==> src/design/apd_pkg.sv <==
// ---------------------------------------------------------------------------
// apd_pkg: shared types and constants for the palette dither unit
// Geometry limits, register indexes and the front/back queue entry type.
// ---------------------------------------------------------------------------
package apd_pkg;

  localparam int MaxColumns = 1024;
  localparam int MaxColors  = 8;
  localparam int ColW       = $clog2(MaxColumns);
  localparam int RowW       = 13;
  localparam int AddrW      = $clog2(3 * MaxColumns);

  typedef enum logic [2:0] {
    REG_COLUMNS = 3'd0,
    REG_ROWS    = 3'd1,
    REG_COUNT   = 3'd2,
    REG_PAL01   = 3'd3,
    REG_PAL23   = 3'd4,
    REG_PAL45   = 3'd5,
    REG_PAL67   = 3'd6
  } reg_idx_t;

  // Back end sequencer states
  typedef enum logic [2:0] {
    S_IDLE, S_RD, S_SRCH, S_ERR, S_RMW_RD, S_RMW_WR, S_EMIT
  } bstate_t;

  // One accepted item as the back end sees it
  typedef struct packed {
    logic            wr_pix;    // store the arriving pixel
    logic [AddrW-1:0] wr_addr;
    logic [23:0]     pix;
    logic            quant;     // quantize the pixel two rows back
    logic [ColW-1:0] col;
    logic [1:0]      ybank;     // (y % 3)
    logic            nb_c1;     // (c+1, y) inside
    logic            nb_c2;     // (c+2, y) inside
    logic            nb_dl;     // (c-1, y+1) inside
    logic            nb_d;      // (c, y+1) inside
    logic            nb_dr;     // (c+1, y+1) inside
    logic            nb_dd;     // (c, y+2) inside
    logic            last;
  } job_t;

  function automatic logic [1:0] bank_inc(input logic [1:0] b, input logic [1:0] k);
    logic [2:0] s;
    s = {1'b0, b} + {1'b0, k};
    bank_inc = (s >= 3'd3) ? 2'(s - 3'd3) : s[1:0];
  endfunction

endpackage

==> src/design/apd_queue.sv <==
// ---------------------------------------------------------------------------
// apd_queue: two-entry job queue between front and back end
// Lets the front accept while the back end is busy on a pixel.
// ---------------------------------------------------------------------------
module apd_queue (
  input  logic          clk,
  input  logic          rst_n,
  input  logic          in_valid,
  output logic          in_ready,
  input  apd_pkg::job_t in_job,
  output logic          out_valid,
  input  logic          out_ready,
  output apd_pkg::job_t out_job
);
  import apd_pkg::*;

  job_t       mem_r [2];
  logic       wp_r, rp_r;
  logic [1:0] cnt_r;
  logic       push, pop;

  assign in_ready  = (cnt_r != 2'd2);
  assign out_valid = (cnt_r != 2'd0);
  assign out_job   = mem_r[rp_r];
  assign push      = in_valid && in_ready;
  assign pop       = out_valid && out_ready;

  always_ff @(posedge clk) begin
    if (push) mem_r[wp_r] <= in_job;
  end

  always_ff @(posedge clk) begin
    if (!rst_n) begin
      wp_r  <= 1'b0;
      rp_r  <= 1'b0;
      cnt_r <= 2'd0;
    end else begin
      if (push) wp_r <= ~wp_r;
      if (pop)  rp_r <= ~rp_r;
      cnt_r <= cnt_r + 2'(push) - 2'(pop);
    end
  end

endmodule

==> config.mk <==
export PLATFORM = sky130hd
export DESIGN_NAME = apd_queue
export DESIGN_NICKNAME = d
export VERILOG_FILES = /design/src/design/apd_pkg.sv /design/src/design/apd_queue.sv
export SDC_FILE = /design/constraint.sdc
export NUM_CORES = 1
export LEC_CHECK = 0
export BUFFER_PORTS_ARGS = -buffer_cell sky130_fd_sc_hd__buf_2
export CORE_ASPECT_RATIO = 1.25
export CORE_UTILIZATION = 52
export CTS_CLUSTER_SIZE = 24
export DETAILED_ROUTE_END_ITERATION = 10
export PLACE_DENSITY = 0.76
export SYNTH_ARGS = -nofsm -noshare
export SYNTH_HDL_FRONTEND = slang
export SYNTH_SLANG_ARGS = --single-unit
==> constraint.sdc <==
create_clock -name clk -period 5.3 [get_ports clk]
set_input_delay 1.06 -clock clk [delete_from_list [all_inputs] [get_ports clk]]
set_output_delay 1.06 -clock clk [all_outputs]
set_load 0.03 [all_outputs]
Yosys cells after proc, flatten, opt, wreduce, memory -nomap -nowiden
Memory sizes are Yosys's and may differ from the RTL's. A register that Yosys moved wholly into a read port is not among the register bits.
Cells that the tools add are included.
- flip-flop bits (word level): 4
- input port bits: 61
- output and inout bits: 59
- memories: 1
- bits in writable memories: 114
- logic and storage cells: 16
- memories (memory ; words ; width ; rd ports ; clocked after memory_dff ; write ports ; RTL line ; RTL):
    mem_r ; 2 ; 57 ; 1 ; 1 ; 1 ; apd_queue.sv:17 ; job_t mem_r [2];
- bitwise logic cells: 2
- muxes and demuxes: 4
- eq/ne operators: 1
- reduce and logical (&&, ||, !) cells: 3
- add/subtract/negate cells: 2
- operator list (cell ; number):
    two-way mux 1 bit ; 4
    adder 2 x 1 -> 2 bit ; 1
    logical AND 1 bit ; 2
    != test 2 bit, second input constant ; 1
    inverter 1 bit ; 2
    nonzero test 2 bit ; 1
    subtractor 2 x 1 -> 2 bit ; 1

Longest topological paths before layout
Gate-level depths: netlist of run 1.
- word-level depth: 4
- mapped depth: 8
- gate-level depth less buffers: 8

Worst setup path before layout of run 1
No wires, ideal clock.
- path type: in2reg
- start: in in_valid
- end: mem mem_r[0][0] in the netlist's numbering, enable pin
- arrival time: 3.553 ns
- cell stages on the path: 2
- library setup time: 0.472 ns
- slack: 1.274 ns
- path buffers: 0
- required time: 4.828 ns
- path through: nand2_1 nor2_1
- cells in the longest elaborated chain, start to end: 3
- RTL lines (element ; RTL line ; RTL):
    start, declared ; apd_queue.sv:8 ; input logic in_valid,
    logical AND 1 bit ; apd_queue.sv:25 ; assign push = in_valid && in_ready;
    two-way mux 1 bit ; apd_queue.sv:29 ; if (push) mem_r[wp_r] <= in_job;
    two-way mux 1 bit (implied by the code) ; apd_queue.sv:29 ;
    end, declared ; apd_queue.sv:17 ;
No other way between the ends.

==> results_dict.tcl, run 1 <==
set metrics [dict create \
    status "complete, but fails checks" \
    violations "design-rule violations" \
    nets 398 \
    hold_violations 0 \
    p_seq_frac 0.416 \
    path_max_fanout 57 \
    fp-row-count 37 \
    synthesis.instances 201 \
    port_buffers 119 \
    cts_root_buf "clkbuf_8" \
    critPathCaptureType "primary output" \
    rsz0062_at_grt "no" \
    comb_power_share 0.254 \
    slew_violations 0 \
    syn_area_mm2 0.00447 \
    dp_slack_ns 2.64 \
    worst_ep_required_time_ns 4.24 \
    min_period_ns 3.16 \
    slowest_stage "dfxtp_4" \
    diodes 0 \
    synth_cell_type_count 18 \
    tns_ns 0 \
    io-pin-count 120 \
    cts_sinks 119 \
    layout_setup_ws_ns 2.14 \
    die_y_um 106 \
    core-area_mm2 0.00829 \
    die_width_um 84.9 \
    syn-num-nets 264 \
    path_delay_family "flip-flops" \
    post-cts-setup-buffer-count 0 \
    drt_iter0_drc 116 \
    crit_arrival_ns 2.10 \
    intPower_uw 2170 \
    final_cell_mix "119 x buf_2, 114 x edfxtp_1, 30 x mux2_4, 27 x mux2_2, 16 x clkbuf_16" \
    grt_max_degree 58 \
    via_per_inst 5.00 \
    final_layout_size_suffix_gt1_frac 0.598 \
    first_pass_iters 9 \
    antenna_left 0 \
    grt_usage 0.178 \
    synth_seq_area_share 0.789 \
    clock_latency_ns 0.51 \
    gp_congestion 0.692 \
    worst-slew-pin-transition_ns 0.930 \
    wl_per_cell_um 16.6 \
    switching_power_uw 927 \
    dieArea_mm2 0.00897 \
    setup_viol 0 \
    tritoncts "done" \
    timing.slew.headroom 0.380 \
    clockBufferDepth 2 \
    cts_buffers 17 \
    clockPowerShare 0.330 \
    antenna_found_initial 0 \
    peakVddDrop_v 0.000310 \
    cts_hold_buf 0 \
    ys_ff_latch 119 \
    cap_violations 0 \
    dp_hpwl_mm 4.66 \
    path_clk_slew_ns 0.05 \
    crit_chain "mux2_2 -> buf_2" \
    crit_type "reg2out" \
    sw_frac_of_total 0.300 \
    h-tree-depth 4 \
    vias 2225 \
    grt_pass1_wl_mm 11.2 \
    cts_resized 0 \
    syn_area_per_cell_um2 22.2 \
    route.detailed.drc 7 \
    ys_warn_count 0 \
    path_buf_inv 1 \
    fmax_mhz 316 \
    hp-class "reg2reg" \
    powerDensity_mw_per_mm2 543 \
    cp-start-kind "flip-flop" \
    initial_utilization 0.539 \
    grt_pass1_vias 2239 \
    fin_crit_sh 0.597 \
    final_common_cell "buf_2" \
    post-route-util 0.687 \
    fin_skew_ns 0.00484 \
    area_growth_pct 27.5 \
    leakage_uw 0.00222 \
    routed_wl_mm 7.37 \
    grt-ovfl-total 0 \
    slowest_delay_ns 0.92 \
]
-- sequential cells by signal (all words and copies together) (netlist names), named ones only --
signal	count
mem_r	114
cnt_r	2
rp_r	1
wp_r	1
-- worst paths after layout --
kind	start	endpoint	slack, ns	depth (start not counted)
min reg2reg	wp_r	wp_r	0.53	2
max reg2reg	cnt_r[0]	mem_r[0][11]	3.30	4
min	wp_r	wp_r	0.53	2
max	flip-flop	out_job[13]	2.14	2
-- power by group through the flow --
stage	clock network, uW	logic (uW)	registers, uW
after detailed placement	0	792	1310
after CTS	1040	795	1290
after global routing	1080	826	1300
after floorplan	0	669	1240
final	1020	785	1290
after global placement	0	786	1300
-- cell families after synthesis --
logic type,Yosys count,synth area share
mux,58,0.171
fa+ha+maj,2,0.00560
flops,119,0.789
simple gates,11,0.0137
xor+xnor,3,0.00588
compound gates,1,0.00168
buf+inv,7,0.0132
-- cell usage after synthesis --
cell | count | area [um^2]
nand2b_1 | 2 | 12.5
and3_1 | 1 | 6.26
dfxtp_1 | 5 | 100
mux2i_1 | 1 | 10.0
nor2_1 | 1 | 3.75
xnor2_1 | 3 | 26.3
and2_1 | 2 | 12.5
buf_6 | 4 | 45.0
nand2_1 | 2 | 7.51
mux2_2 | 27 | 304
o21a_1 | 1 | 7.51
or2_2 | 1 | 6.26
edfxtp_1 | 114 | 3420
nor2b_1 | 2 | 12.5
inv_1 | 1 | 3.75
buf_2 | 2 | 10.0
ha_1 | 2 | 25.0
mux2_4 | 30 | 450
-- worst reg2reg max path, cell delays in order (launching register included) --
cell	delay, ns
dfxtp_1	0.36
nand2b_1	0.16
nand2_1	0.14
nor2_4	0.37
buf_4	0.59
-- final cells by class --
class	instances	area, um^2
Inverter	1	3.75
Tap cell	97	121
Sequential cell	119	3530
Clock buffer	21	429
Fill cell	585	2590
Multi-Input combinational cell	75	893
Timing Repair Buffer	121	611
Clock inverter	11	108
-- metal layers --
layer	global-route usage	vias to the layer above	part of all wire
li1	-	1057	-
met1	0.196	1076	0.38
met2	0.286	82	0.54
met3	0.0783	10	0.059
met4	0.100	0	0.020
met5	0	-	0
-- stage by stage --
stage / hold slack (ns) / cells / instance area (um^2) / power (uW)
after floorplan: 0.455 / 201 / 4470 / 1900
after global placement: 0.497 / 413 / 5160 / 2090
after detailed placement: 0.522 / 413 / 5160 / 2100
after CTS: 0.531 / 445 / 5690 / 3130
after global routing: 0.575 / 445 / 5690 / 3210
final: 0.532 / 445 / 5690 / 3090
No activity file was read; power rests on OpenSTA's default activity.
==> inputs of run 2 (changes only) <==
Settings changed: CORE_UTILIZATION 52 to 47, PLACE_DENSITY 0.76 to 0.72.
Clock period 5.3 ns to 2.57 ns, I/O delays scaled along.
==> results_dict.tcl, run 2 (synthesis gave the netlist of run 1 again) <==
set metrics [dict create \
    worst_ep_required_time_ns 2.06 \
    h-tree-depth 4 \
    final_common_cell "buf_2" \
    path_max_fanout 26 \
    fin_skew_ns 0.0131 \
    routed_wl_mm 7.23 \
    worst-slew-pin-transition_ns 0.517 \
    final_cell_mix "119 x buf_2, 114 x edfxtp_1, 30 x mux2_4, 27 x mux2_2, 17 x clkbuf_16" \
    fp-row-count 39 \
    route.detailed.drc 0 \
    hp-class "in2reg" \
    cp-start-kind "flip-flop" \
    grt-ovfl-total 0 \
    hold_violations 0 \
    largest_register_ffs 114 \
    powerDensity_mw_per_mm2 1130 \
    initial_utilization 0.487 \
    grt_usage 0.159 \
    tritoncts "done" \
    grt_max_degree 39 \
    fillers 683 \
    port_buffers 119 \
    die_y_um 111 \
    status "completed" \
    tns_ns 0 \
    diodes 0 \
    min_period_ns 2.36 \
    multiInputGateArea_um2 893 \
    regArea_mm2 0.00353 \
    fmax_mhz 424 \
    grt_pass1_wl_mm 11.1 \
    cts_resized 0 \
    slowest_stage "dfxtp_4" \
    cts_buffers 17 \
    peakVddDrop_v 0.000629 \
    area_growth_pct 30.1 \
    io-pin-count 120 \
    final_layout_size_suffix_gt1_frac 0.601 \
    setup_viol 0 \
    antenna_found_initial 0 \
    post-route-util 0.633 \
    die_width_um 89.2 \
    dp_hpwl_mm 4.71 \
    slew_violations 0 \
    fin_crit_sh 0.917 \
    fin_cells 476 \
    post-cts-setup-buffer-count 0 \
    cts_root_buf "clkbuf_16" \
    clock_latency_ns 0.41 \
    cts_sinks 119 \
    top_regs "mem_r: 114 flops, cnt_r: 2 flops" \
    wl_per_cell_um 15.2 \
    crit_type "reg2out" \
    nets 403 \
    rrSetupSlack_ns 0.86 \
    crit_arrival_ns 1.84 \
    timing.slew.headroom 0.655 \
    vias 2237 \
    path_clk_slew_ns 0.05 \
    leakage_uw 0.00227 \
    top_register "mem_r" \
    crit_chain "buf_4 -> mux2_2 -> buf_2" \
    clockBufferDepth 2 \
    holdWs_ns 0.291 \
    cap_violations 0 \
    via_per_inst 4.70 \
    dieArea_mm2 0.00990 \
    rsz0062_at_grt "no" \
    power_uw 6580 \
    gp_congestion 0.700 \
    grt_pass1_vias 2319 \
    antenna_left 0 \
    drt_iter0_drc 92 \
    first_pass_iters 4 \
    critPathCaptureType "primary output" \
    cts_hold_buf 0 \
    core-area_mm2 0.00917 \
    slowest_delay_ns 0.61 \
    dpl.cell_count 444 \
]
[run 2: final timing paths]
check	from	endpoint	depth (start not counted)
worst max-delay path	flip-flop	out_job[56]	3
worst min-delay path	in_job[3]	mem_r[1][3]	1
worst max register to register	cnt_r[0]	cnt_r[1]	8
worst min register to register	wp_r	wp_r	2
[run 2: layer usage]
| metal | global-route usage | vias to the layer above | share of wire |
|---|---|---|---|
| li1 | - | 1074 | - |
| met1 | 0.174 | 1081 | 0.41 |
| met2 | 0.260 | 73 | 0.52 |
| met3 | 0.0670 | 9 | 0.054 |
| met4 | 0.0794 | 0 | 0.016 |
| met5 | 0 | - | 0 |
[run 2: critical path, delay by kind of cell (launching register included)]
family / cells / cell delay, ns
DFF: 1 / 0.61
buffers and inverters: 2 / 0.46
muxes: 1 / 0.35
[run 2: area by class of cell]
type | instances | area share
Inverter | 1 | 0.000646
Clock inverter | 11 | 0.0226
Clock buffer | 21 | 0.0758
Tap cell | 123 | 0.0265
Sequential cell | 119 | 0.607
Multi-Input combinational cell | 75 | 0.154
Timing Repair Buffer | 126 | 0.114
[run 2: per-stage QoR]
stage	cell area [um^2]	worst slack [ns]
3_3_place_gp	5240	0.626
5_1_grt	5810	0.125
2_1_floorplan	4470	0.0207
3_5_place_dp	5240	0.610
4_1_cts	5810	0.166
6_report	5810	0.213
[run 2: report_power, final]
part / total, uW / switching, uW / internal [uW]
clock: 2270 / 764 / 1500
sequential: 2570 / 128 / 2440
combinational: 1730 / 1040 / 693
