<file path="src/design/apd_pkg.sv">
// ---------------------------------------------------------------------------
// apd_pkg: shared types and constants for the palette dither unit
// Geometry limits, register indexes and the front/back queue entry type.
// ---------------------------------------------------------------------------
package apd_pkg;

  localparam int MaxColumns = 1024;
  localparam int MaxColors  = 8;
  localparam int ColW       = $clog2(MaxColumns);
  localparam int RowW       = 13;
  localparam int AddrW      = $clog2(3 * MaxColumns);

  typedef enum logic [2:0] {
    REG_COLUMNS = 3'd0,
    REG_ROWS    = 3'd1,
    REG_COUNT   = 3'd2,
    REG_PAL01   = 3'd3,
    REG_PAL23   = 3'd4,
    REG_PAL45   = 3'd5,
    REG_PAL67   = 3'd6
  } reg_idx_t;

  // Back end sequencer states
  typedef enum logic [2:0] {
    S_IDLE, S_RD, S_SRCH, S_ERR, S_RMW_RD, S_RMW_WR, S_EMIT
  } bstate_t;

  // One accepted item as the back end sees it
  typedef struct packed {
    logic            wr_pix;    // store the arriving pixel
    logic [AddrW-1:0] wr_addr;
    logic [23:0]     pix;
    logic            quant;     // quantize the pixel two rows back
    logic [ColW-1:0] col;
    logic [1:0]      ybank;     // (y % 3)
    logic            nb_c1;     // (c+1, y) inside
    logic            nb_c2;     // (c+2, y) inside
    logic            nb_dl;     // (c-1, y+1) inside
    logic            nb_d;      // (c, y+1) inside
    logic            nb_dr;     // (c+1, y+1) inside
    logic            nb_dd;     // (c, y+2) inside
    logic            last;
  } job_t;

  function automatic logic [1:0] bank_inc(input logic [1:0] b, input logic [1:0] k);
    logic [2:0] s;
    s = {1'b0, b} + {1'b0, k};
    bank_inc = (s >= 3'd3) ? 2'(s - 3'd3) : s[1:0];
  endfunction

endpackage

</file>
<file path="src/design/apd_front.sv">
// ---------------------------------------------------------------------------
// apd_front: arrival tracking and item classification
// Counts columns and virtual rows, drops items of the wrong kind, and turns
// each accepted item into a job for the back end.
// ---------------------------------------------------------------------------
module apd_front (
  input  logic               clk,
  input  logic               rst_n,
  input  logic               restart,
  input  logic [10:0]        image_columns,
  input  logic [11:0]        image_rows,
  input  logic               item_valid,
  output logic               item_ready,
  input  logic               item_func,
  input  logic [23:0]        item_pix,
  output logic               job_valid,
  input  logic               job_ready,
  output apd_pkg::job_t      job
);
  import apd_pkg::*;

  logic [ColW-1:0] col_r, col_nxt;
  logic [RowW-1:0] row_r, row_nxt;
  logic [1:0]      vbank_r, vbank_nxt;   // row_r % 3
  logic [11:0]     cols;
  logic [12:0]     rows;
  logic [ColW:0]   c1, c2;
  logic [RowW-1:0] y;
  logic            pix_phase, kind_ok, fire;
  logic [1:0]      ybank;

  always_comb begin
    if (image_columns == 11'd0) cols = 12'd1;
    else if (image_columns > 11'(MaxColumns)) cols = 12'(MaxColumns);
    else cols = {1'b0, image_columns};
    rows = (image_rows == 12'd0) ? 13'd1 : {1'b0, image_rows};
  end

  assign pix_phase  = (row_r < rows);
  assign kind_ok    = (item_func == !pix_phase);
  assign item_ready = job_ready || !kind_ok;
  assign fire       = item_valid && item_ready && kind_ok;
  assign y          = row_r - RowW'(2);
  assign ybank      = bank_inc(vbank_r, 2'd1);
  assign c1         = {1'b0, col_r} + 1'b1;
  assign c2         = {1'b0, col_r} + 2'd2;

  always_comb begin
    job.wr_pix  = pix_phase;
    job.wr_addr = AddrW'(vbank_r) * AddrW'(MaxColumns) + AddrW'(col_r);
    job.pix     = item_pix;
    job.quant   = (row_r >= RowW'(2));
    job.col     = col_r;
    job.ybank   = ybank;
    job.nb_c1   = (12'(c1) < cols);
    job.nb_c2   = (12'(c2) < cols);
    job.nb_d    = (y + RowW'(1) < rows);
    job.nb_dl   = job.nb_d && (col_r != '0);
    job.nb_dr   = job.nb_d && job.nb_c1;
    job.nb_dd   = (y + RowW'(2) < rows);
    job.last    = (y == rows - RowW'(1)) && (12'(c1) == cols);
  end
  assign job_valid = item_valid && kind_ok;

  always_comb begin
    col_nxt   = col_r;
    row_nxt   = row_r;
    vbank_nxt = vbank_r;
    if (fire) begin
      if (12'(c1) >= cols) begin
        col_nxt = '0;
        if (row_r + RowW'(1) >= rows + RowW'(2)) begin
          row_nxt   = '0;
          vbank_nxt = 2'd0;
        end else begin
          row_nxt   = row_r + RowW'(1);
          vbank_nxt = bank_inc(vbank_r, 2'd1);
        end
      end else begin
        col_nxt = c1[ColW-1:0];
      end
    end
  end

  always_ff @(posedge clk) begin
    if (!rst_n || restart) begin
      col_r   <= '0;
      row_r   <= '0;
      vbank_r <= 2'd0;
    end else begin
      col_r   <= col_nxt;
      row_r   <= row_nxt;
      vbank_r <= vbank_nxt;
    end
  end

endmodule

</file>
<file path="config.mk">
export PLATFORM = sky130hd
export DESIGN_NAME = apd_front
export DESIGN_NICKNAME = d
export VERILOG_FILES = /design/src/design/apd_pkg.sv /design/src/design/apd_front.sv
export SDC_FILE = /design/constraint.sdc
export NUM_CORES = 1
export LEC_CHECK = 0
export BUFFER_PORTS_ARGS = -buffer_cell sky130_fd_sc_hd__buf_4
export CAP_MARGIN = 15
export CORE_MARGIN = 3
export CORE_UTILIZATION = 25
export DETAILED_ROUTE_END_ITERATION = 16
export MAX_ROUTING_LAYER = met4
export PLACE_DENSITY = 0.45
export SYNTH_ARGS = -nofsm -noshare
export SYNTH_HDL_FRONTEND = slang
export SYNTH_SLANG_ARGS = --single-unit
</file>
<file path="constraint.sdc">
create_clock -name clk -period 6.3 [get_ports clk]
set_input_delay 0 -clock clk [delete_from_list [all_inputs] [get_ports clk]]
set_output_delay 0 -clock clk [all_outputs]
set_load 0.01 [all_outputs]
</file>
# [Word-level counts from Yosys, hierarchy flattened]
# Cells that the tools add are included.
[classes] add_sub_neg=11 multipliers=0 div=0 magnitude_cmp=10 n_eq_ne=3 shifts=0 muxes=7 bitwise_logic=0 reduce_logical=15
[ops] operator="13-bit by 12-bit < comparator with 1-bit output" n=3
[ops] operator="13-bit by 1-bit adder with 13-bit output (second input constant)" n=2
[ops] operator="11-bit by 12-bit < comparator with 1-bit output" n=2
[ops] operator="11-bit 2-to-1 mux" n=2
[ops] operator="12-bit by 2-bit adder with 13-bit output (second input constant)" n=1
[ops] operator="13-bit by 2-bit adder with 13-bit output (second input constant)" n=1
[ops] operator="13-bit equality test" n=1
[ops] operator="13-bit greater-or-equal comparator" n=1
[ops] operator="13-bit by 2-bit greater-or-equal comparator with 1-bit output (second input constant)" n=1
[ops] operator="13-bit 2-to-1 mux" n=1
[ops] operator="12-bit by 1-bit subtractor with 13-bit output (second input constant)" n=1
[ops] operator="13-bit by 2-bit subtractor with 13-bit output (second input constant)" n=1
[ops] operator="12-bit by 10-bit adder with 12-bit output" n=1
[ops] operator="11-bit by 12-bit equality test with 1-bit output" n=1
[ops] operator="11-bit by 12-bit greater-or-equal comparator with 1-bit output" n=1
[ops] operator="12-bit logical NOT" n=1
[ops] operator="12-bit 2-to-1 mux" n=1
[ops] operator="10-bit by 1-bit adder with 11-bit output (second input constant)" n=1
[ops] operator="10-bit by 2-bit adder with 11-bit output (second input constant)" n=1
[ops] operator="11-bit > comparator (second input constant)" n=1
[ops] operator="11-bit logical NOT" n=1
[ops] operator="10-bit 2-to-1 mux" n=1
[ops] operator="10-bit nonzero test" n=1
[ops] operator="1-bit logical AND" n=6
[ops] operator="other kinds (8)" n=12
[totals] reg_bits=25 latchBits=0 ram_bits=0 rom_bits=0 in_bits=53 out_inout_bits=59 elab_cells=49 memories=0

# [Depth between registers and ports, before layout]
# Gate-level depths: netlist of run 1.
[depth] ltp_word=10 ltp_mapped=17 ltp_nobuf=15

# [Least setup slack after synthesis of run 1]
# Ideal clock, no wire load.
[synth_path] kind="register -> output" startpoint="register row_r[1]" endpoint="output port job[2] (netlist bit)" arrival_ps=3714 required_time_ps=6300 slack_ps=2586 stages_incl_launch_ff=18 path_buffers=2 cell_sequence="dfxtp_1 -> clkbuf_1 -> inv_1 -> ha_1 -> or4b_4 -> nor2_4 -> xnor2_2 -> or4_1 -> buf_2 -> nor2_1 -> xnor2_1 -> ha_1 -> o21a_1 -> o21ai_0 -> a31oi_1 -> nor3_1 -> mux2_2 -> and2_1"
[synth_rtl] item="start: declaration" line_no="apd_front.sv:23" rtl="logic [RowW-1:0] row_r, row_nxt;"
[synth_rtl] item="start signal: assignment" line_no="apd_front.sv:92" rtl="row_r <= row_nxt;"
[synth_rtl] item="end: declaration" line_no="apd_front.sv:18" rtl="output apd_pkg::job_t job"

==> qor.yml, run 1 <==
route.met2.wl_um: 6590
drtAntennaViolNets: 0
critPathMaxFanout: 15
die_area_mm2: 0.0204
synth_edf_count: 0
cpMostUsedCell: "ha_1"
grt_max_degree: 28
drcViolationCount: 0
seqPwrFrac_pct: 38.7
worst_path_dominant_cell_family: "simple AND/OR/NAND/NOR gates"
path_buf_inv: 2
cts_max_path_buffers: 2
chipHeight_um: 143
ys_async_sr_fraction_pct: 0
cts_made_buffers: 3
synth_nets: 770
drive_gt1_share_pct: 12.2
htree_levels: 1
wl_met3_um: 526
worst_r2r_endpoint: "row_r[7]"
powerDensity_mw_per_mm2: 79.6
synth_area_leader_cell: "ha_1"
fin_cells: 867
core.rowCount: 49
clk_pin_slew_ns: 0.06
rsz0062_at_grt: "false"
fmax_ghz: 0.228
yosys.area.top_type_share_pct: 21.3
p_clk_share_pct: 35.1
setup_ws_ns: 1.91
start_kind: "flop"
power.switching_uw: 121
diodes: 0
place_area_mm2: 0.00507
final_cell_mix: "ha_1 (80), buf_4 (65), xnor2_1 (63)"
synthFlopType: "dfxtp_1"
intPower_uw: 289
grt_pass1_wl_um: 22600
ys_top_cells_by_area: "ha_1 (21%), xnor2_1 (12%), dfxtp_1 (11%), buf_4 (5.6%), nand2_1 (4.1%)"
final_nets: 772
viasPerCell: 5.02
routed_wl_um: 13900
min_path_cells: 0
place.gp.congestion: 0.847
die_width_um: 143
worstRegToRegCells: 13
hold_violations: 0
final_area_mm2: 0.00515
relSlewSlack_pct: 25.3
crit_type: "reg2out"
setup_viol: 0
final.period_utilization_pct: 69.6
tightest_slew_ns: 1.12
dp_worst_setup_slack_ns: 2.23
cap_violations: 0
postCtsHoldBufs: 0
wl_per_cell_um: 16.0
met1Wirelength_um: 6450
ys_ff_latch: 25
grt-ovfl-total: 0
hpwl_um: 11400
leakage_uw: 0.00222
worst_setup_path_end_kind: "output pin"
hold_class: "in2out"
synth_cells: 637
finClkSkew_ns: 0.00384
min_to: "job[23]"
place_inst: 863
ir_drop_v: 0.0000549
cts_resized: 0
final.min_clock_period_ns: 4.39
cts.sinks: 25
hold_start: "item_pix[3]"
worstPathArrival_ns: 4.39
clk-insertion-delay-late_ns: 0.26
r2r-start: "row_r[1]"
slowest_delay_ns: 0.68
maxUsedRoutingLayer: "met4"
vias: 4352
io_buffers: 63
rrSetupSlack_ns: 2.40
swShare_pct: 29.4
cp_slowest_cell: "or4_1"
cts-root-buf: "clkbuf_16"
initial_utilization_pct: 25.8
drtIter0Drc: 157
syn_area_per_cell_um2: 7.36
grt_pass1_vias: 4386
final_common_cell: "ha_1"
final_core_util_pct: 28.3
pwr-share-comb_pct: 26.2
io_pins: 112
drv_slew: 0
core_area_mm2: 0.0182
crit_required_ns: 6.30
cts_tree: "yes"
antenna_found_initial: 0
track_usage_pct: 14.0
yosysWarnings: 0
cts_setup_buffers: 0
synth_cell_types: 57
ys_seq_area_share_pct: 10.7
fin_tns_setup_ns: 0
area_delta_synth_final_pct: 9.76
outcome: "finished clean"
worstPathCellList: "inv_1 > ha_1 > or4b_4 > nor2_4 > xnor2_2 > or4_1 > nor2_1 > xnor2_1 > ha_1 > o21a_1 > o21ai_0 > a31oi_1 > nor3_1 > mux2_2 > and2_1 > buf_4"
first_pass_iters: 4
syn_area_mm2: 0.00469
-- power groups by stage --
stage	Sequential, µW	Combinational [µW]	Clock [µW]
after floorplan	162	81.4	0
after global placement	162	106	0
after detailed placement	162	108	0
after CTS	159	109	149
after global routing	159	122	155
final	159	107	144
-- cells in the mapped netlist (3+ instances only) --
cell type,instances
xor2_1,18
xnor2_1,63
nand2b_1,3
nand4_1,9
nand4b_1,3
or4_1,8
nand3_1,32
ha_1,80
nor2b_1,7
clkbuf_1,28
o2111ai_1,3
o21a_1,11
a21oi_1,38
and2_1,6
a311oi_1,3
dfxtp_1,25
nor4_1,13
inv_1,32
o21ai_0,32
a31oi_1,12
a21o_1,4
buf_4,35
mux2i_1,3
or3_1,4
nor3_1,25
and3_1,7
nand2_1,51
a21boi_0,3
nor2_1,42
-- registers in the layout (all words and copies together), names as in the netlist --
signal,cells
col_r,10
vbank_r,2
row_r,13
-- metal layers --
layer,vias up,GRT usage [%]
met5,-,-
li1,2222,-
met1,2020,18.3
met3,18,0.938
met2,92,23.3
met4,0,4.25
-- layout make-up --
cell class / instances / area [µm²]
clock buffer: 3 / 75.1
tap: 229 / 287
timing repair buffer: 65 / 488
inverter: 34 / 128
fill: 1984 / 13100
sequential: 25 / 500
multi-input combinational: 510 / 3670
clock inverter: 1 / 5.00
-- metrics by stage --
stage                     hold WS (ns)  total power, µW
after floorplan                 0.0918              244
after global placement       0.0000686              268
after detailed placement     0.0000686              270
after CTS                    0.0000686              416
after global routing         0.0000151              436
final                       0.00000331              410
-- worst reg2reg max path, stage by stage (launching register included) --
cell,delay (ns)
dfxtp_1,0.67
ha_1,0.36
nand3_1,0.22
nor2_1,0.26
and3_1,0.28
nand3_1,0.12
xnor2_1,0.18
ha_1,0.33
a21oi_1,0.17
o21ai_0,0.11
a21oi_1,0.16
o21a_1,0.50
o21ai_0,0.19
a311oi_1,0.27
-- how the worst max path moves through the flow --
stage	cells after the start	end	from
finish	16	job[2]	row_r[1]
global route	16	job[2]	row_r[1]
CTS	16	job[2]	row_r[1]
detailed placement	16	job[2]	row_r[1]
global placement	16	job[2]	row_r[1]
floorplan	17	job[2]	row_r[1]
-- cells by family (layout without fill, tap and decap cells) --
group                    count (synthesis)  after routing  synth area share (%)
AND/OR/NAND/NOR                        224            224                  24.6
AO/OA/AOI/OAI                          119            119                  15.4
buffers and inverters                  102            103                  11.2
XOR/XNOR                                83             83                  16.0
adder cells (fa/ha/maj)                 80             80                  21.3
flip-flops                              25             25                  10.7
multiplexers                             4              4                 0.880
Note: power is estimated with default switching activity, not from simulation.
==> run 2: changes to the inputs <==
==> constraint.sdc (replaced) <==
create_clock -name clk -period 4.25 [get_ports clk]
set_input_delay 0 -clock clk [delete_from_list [all_inputs] [get_ports clk]]
set_output_delay 0 -clock clk [all_outputs]
set_load 0.01 [all_outputs]
==> run 2 against run 1 <==
  * Sequential power up 48%
  * Via count up 2.3%
  * Global-route usage down 0.073 points
  * Sequential share of layout area down 0.16 points
  * Flip-flop and latch count unchanged
  * Total power up 49%
==> qor.yml, run 2 (synthesis gave the netlist of run 1 again) <==
powerDensity_mw_per_mm2: 117  # +47%
cap_violations: 0  # unchanged
final_nets: 780  # +1.0%
setup_viol: 0  # unchanged
place_inst: 871  # +0.93%
worst_path_dominant_cell_family: "simple AND/OR/NAND/NOR gates"
grt_pass1_vias: 4497  # +2.5%
clk-insertion-delay-late_ns: 0.26  # about the same
seqPwrFrac_pct: 38.3  # -0.4 points
leakage_uw: 0.00227  # +2.4%
place.gp.congestion: 0.842  # -0.61%
largestRegisters: "row_r: 13 flops, col_r: 10 flops, vbank_r: 2 flops"
cts.sinks: 25  # unchanged
grt_pass1_wl_um: 22600  # about the same
crit_required_ns: 4.25  # -2.05 ns
tightest_slew_ns: 1.10  # -0.0221 ns
worstPathArrival_ns: 4.04  # -0.35 ns
hold_start: "item_pix[3]"
swShare_pct: 29.8  # +0.43 points
grt-ovfl-total: 0  # unchanged
path_buf_inv: 2  # unchanged
slowest_delay_ns: 0.62  # -0.06 ns
antenna_found_initial: 0  # unchanged
postCtsHoldBufs: 0  # unchanged
fmax_ghz: 0.247
track_usage_pct: 13.9  # -0.073 points
htree_levels: 1  # unchanged
io_buffers: 63  # unchanged
hold_violations: 0  # unchanged
cts_max_path_buffers: 2  # unchanged
pwr-share-comb_pct: 26.2  # about the same
initial_utilization_pct: 25.8  # unchanged
grt_max_degree: 28  # unchanged
final.min_clock_period_ns: 4.04
cts-root-buf: "clkbuf_16"
fin_tns_setup_ns: 0  # unchanged
clk_pin_slew_ns: 0.07  # about the same
intPower_uw: 429  # +48%
drtAntennaViolNets: 0  # unchanged
outcome: "finished clean"
relSlewSlack_pct: 26.8  # +1.5 points
drv_slew: 0  # unchanged
worst_setup_path_end_kind: "output pin"
r2r-start: "row_r[1]"
cts_made_buffers: 3  # unchanged
largest_reg_flops: 13  # unchanged
finClkSkew_ns: 0.00304  # -0.000800 ns
area_delta_synth_final_pct: 11.5
hold_class: "in2out"
vias: 4451  # +2.3%
drive_gt1_share_pct: 13.8  # +1.6 points
io_pins: 112  # unchanged
p_clk_share_pct: 35.4  # +0.3 points
rsz0062_at_grt: "false"
crit_type: "reg2out"
cts_tree: "yes"
worstPathCellList: "inv_1 > ha_4 > or4b_4 > nor2_4 > xnor2_2 > or4_4 > nor2_1 > xnor2_1 > ha_1 > o21a_1 > o21ai_0 > a31oi_1 > nor3_1 > mux2_2 > and2_1 > buf_4"
cts_setup_buffers: 0  # unchanged
setup.worst_path.start: "row_r[1]"
die_area_mm2: 0.0204  # unchanged
ir_drop_v: 0.0000784  # +43%
drtIter0Drc: 158  # +0.64%
diodes: 0  # unchanged
cp_slowest_cell: "or4_4"
routed_wl_um: 14000  # +1.1%
chipHeight_um: 143  # unchanged
final_core_util_pct: 28.7  # +0.46 points
wl_per_cell_um: 16.0  # +0.19%
core.rowCount: 49  # unchanged
drcViolationCount: 0  # unchanged
die_width_um: 143  # unchanged
final_common_cell: "ha_1"
power.switching_uw: 183  # +51%
final_cell_mix: "ha_1 (79), buf_4 (73), xnor2_1 (62)"
start_kind: "flop"
core_area_mm2: 0.0182  # unchanged
first_pass_iters: 5  # +1
critPathMaxFanout: 7  # -8
hpwl_um: 11600  # +1.2%
largest-register: "row_r"
viasPerCell: 5.09  # +1.3%
fin_cells: 875  # +0.92%
final.period_utilization_pct: 95.1
run 2: cell types whose count changed in the layout (fill, tap and decap cells not counted), sizes merged:
cell,change
buf,+8
run 2: power by group through the flow:
stage | Sequential, µW | Combinational (µW) | Clock, µW
4_1_cts | 235 | 162 | 220
2_1_floorplan | 240 | 121 | 0
6_report | 235 | 161 | 217
3_3_place_gp | 240 | 159 | 0
5_1_grt | 234 | 181 | 234
3_5_place_dp | 240 | 161 | 0
run 2: what timing repair did:
action | CTS | global route
hold endpoints to repair | 0 | 0
gates resized for setup | 0 | 4
endpoints found under the setup margin | 0 | 3
run 2: metrics by stage:
step / worst slack, ns / instance area [µm²] / hold slack, ns / power, µW
6_report: 0.207 / 5230 / 0.00000331 / 612
4_1_cts: 0.0946 / 5210 / 0.0000686 / 617
5_1_grt: 0.0169 / 5230 / 0.0000151 / 649
3_3_place_gp: 0.532 / 5130 / 0.0000686 / 399
3_5_place_dp: 0.402 / 5130 / 0.0000686 / 401
2_1_floorplan: 0.536 / 4690 / 0.0918 / 361
run 2: final cells by class:
cell class	instances	area (µm²)
Clock buffer	3	75.1
Clock inverter	1	5.00
Fill cell	1963	13000
Inverter	34	128
Multi-Input combinational cell	510	3690
Sequential cell	25	500
Tap cell	229	287
Timing Repair Buffer	73	548
run 2: path summary, 6_finish.rpt:
kind / end / slack, ns / depth (start not counted)
hold reg to reg: vbank_r[1] / 0.50 / 2
setup / recovery: job[2] / 0.21 / 16
setup reg to reg: row_r[6] / 0.53 / 14
hold / removal: job[23] / 0.000003 / 0
run 2: routing by layer:
layer / share of wire [%] / wire, µm / global-route usage, % / vias to the layer above
met5: 0 / 0 / - / -
met4: 1.7 / 238 / 3.45 / 0
met3: 3.1 / 436 / 0.603 / 18
met2: 47 / 6560 / 23.9 / 117
met1: 48 / 6780 / 18.1 / 2075
li1: - / - / - / 2241
==> run 3: changes to the inputs <==
==> constraint.sdc (replaced) <==
create_clock -name clk -period 5.2 [get_ports clk]
set_input_delay 0 -clock clk [delete_from_list [all_inputs] [get_ports clk]]
set_output_delay 0 -clock clk [all_outputs]
set_load 0.01 [all_outputs]
==> run 3 against run 2 <==
  * Non-clock buffer count fell by 8
  * Sequential power fell by 18%
  * Global-route usage fell by 0.12 points
  * Die area did not move
  * Utilization fell by 0.46 points
  * Sequential share of layout area rose by 0.16 points
  * Flip-flop and latch count did not move
  * Combinational power fell by 19%
  * Critical endpoint unchanged
  * Largest cell class unchanged
  * Largest power group unchanged
  * Highest routed layer unchanged
==> qor.yml, run 3 (synthesis gave the netlist of run 1 again) <==
worstRegToRegCells: 13  # -1
core.rowCount: 49  # unchanged
hold_class: "in2out"
antenna_found_initial: 0  # unchanged
worstPathCellList: "inv_1 > ha_1 > or4b_4 > nor2_4 > xnor2_2 > or4_1 > nor2_1 > xnor2_1 > ha_1 > o21a_1 > o21ai_0 > a31oi_1 > nor3_1 > mux2_2 > and2_1 > buf_4"
postCtsHoldBufs: 0  # unchanged
cts-root-buf: "clkbuf_16"
multi_input_area_mm2: 0.00367  # -0.64%
grt-ovfl-total: 0  # unchanged
ir_drop_v: 0.0000809  # +3.3%
crit_required_ns: 5.20  # +0.95 ns
cp_slowest_cell: "or4_1"
io_pins: 112  # unchanged
start_kind: "flop"
drcViolationCount: 0  # unchanged
cts_made_buffers: 3  # unchanged
hold_start: "item_pix[3]"
routed_wl_um: 13800  # -1.2%
track_usage_pct: 13.8  # -0.12 points
cap_violations: 0  # unchanged
finClkSkew_ns: 0.00458  # +0.00154 ns
die_area_mm2: 0.0204  # unchanged
first_pass_iters: 5  # unchanged
rrSetupSlack_ns: 1.29  # +0.76 ns
initial_utilization_pct: 25.8  # unchanged
final_nets: 772  # -1.0%
r2r-start: "row_r[1]"
hpwl_um: 11300  # -2.0%
largestRegisters: "row_r: 13 flops, col_r: 10 flops, vbank_r: 2 flops"
die_width_um: 143  # unchanged
hold_violations: 0  # unchanged
min_to: "job[23]"
leakage_uw: 0.00222  # -2.3%
cts.sinks: 25  # unchanged
seq_area_um2: 500  # unchanged
grt_pass1_vias: 4283  # -4.8%
drtIter0Drc: 171  # +8.2%
cts_setup_buffers: 0  # unchanged
vias: 4393  # -1.3%
cpMostUsedCell: "ha_1"
worstPathArrival_ns: 4.41  # +0.37 ns
slowest_delay_ns: 0.68  # +0.06 ns
wl_per_cell_um: 16.0  # -0.26%
drv_slew: 0  # unchanged
final_cell_mix: "ha_1 (80), buf_4 (65), xnor2_1 (63)"
worst_path_dominant_cell_family: "simple AND/OR/NAND/NOR gates"
largest_reg_flops: 13  # unchanged
num-fill-cells: 1969  # +0.31%
final.period_utilization_pct: 84.8
tightest_slew_ns: 1.16  # +0.0607 ns
crit_type: "reg2out"
hold_slack_ns: 0.00000331  # unchanged
drtAntennaViolNets: 0  # unchanged
min_path_cells: 0  # unchanged
final_common_cell: "ha_1"
clk_pin_slew_ns: 0.07  # about the same
htree_levels: 1  # unchanged
path_buf_inv: 2  # unchanged
largest-register: "row_r"
io_buffers: 63  # unchanged
clk-insertion-delay-late_ns: 0.26  # about the same
final.min_clock_period_ns: 4.41
cts_max_path_buffers: 2  # unchanged
worst_r2r_endpoint: "row_r[7]"
viasPerCell: 5.07  # -0.39%
cts_tree: "yes"
chipHeight_um: 143  # unchanged
place.gp.congestion: 0.848  # +0.67%
critPathMaxFanout: 15  # +8
powerDensity_mw_per_mm2: 96.9  # -17%
outcome: "finished clean"
drive_gt1_share_pct: 12.2  # -1.6 points
grt_max_degree: 28  # unchanged
core_area_mm2: 0.0182  # unchanged
fmax_ghz: 0.227
setup_viol: 0  # unchanged
area_delta_synth_final_pct: 9.76
worst_setup_path_end_kind: "output pin"
cts_resized: 0  # unchanged
relSlewSlack_pct: 22.7  # -4.0 points
rsz0062_at_grt: "false"
grt_pass1_wl_um: 22200  # -1.5%
fin_tns_setup_ns: 0  # unchanged
diodes: 0  # unchanged
[run 3: through the flow]
stage	util (%)	total power [µW]	cell area [µm²]	setup WS, ns	std cells
floorplan	-	295	4690	1.49	637
global placement	27.8	325	5070	1.26	863
detailed placement	27.8	328	5070	1.14	863
CTS	28.3	504	5150	0.830	867
global route	28.3	527	5150	0.545	867
finish	28.3	499	5150	0.792	867
[run 3: worst max-delay path by stage]
| stage | startpoint | end | slack [ns] | cells after the start |
|---|---|---|---|---|
| floorplan | row_r[1] | job[2] | 1.49 | 17 |
| global placement | row_r[1] | job[2] | 1.26 | 16 |
| detailed placement | row_r[1] | job[2] | 1.14 | 16 |
| CTS | row_r[1] | job[2] | 0.83 | 16 |
| global route | row_r[1] | job[2] | 0.54 | 16 |
| finish | row_r[1] | job[2] | 0.79 | 16 |
[run 3: power breakdown]
| group | switching [µW] | total, µW | internal, µW |
|---|---|---|---|
| Combinational | 75.1 | 131 | 55.4 |
| Clock | 72.1 | 176 | 104 |
| Sequential | 0.792 | 192 | 192 |
| Total | 148 | 499 | 351 |
[run 3: area by class of cell]
class                   instances  area share, %
well taps                     229           5.57
multi-input cells             510           71.2
clock buffers                   3           1.46
inverters                      34           2.48
repair buffers                 65           9.48
clock inverters                 1         0.0972
flip-flops and latches         25           9.72
[run 3: routing by layer]
layer / track usage (%) / share of wire [%] / wire, µm / up-vias
met1: 18.1 / 47 / 6530 / 2047
met2: 23.2 / 47 / 6580 / 102
met4: 3.85 / 2.2 / 301 / 0
met3: 0.670 / 3.2 / 437 / 22
met5: - / 0 / 0 / -
li1: - / - / - / 2222
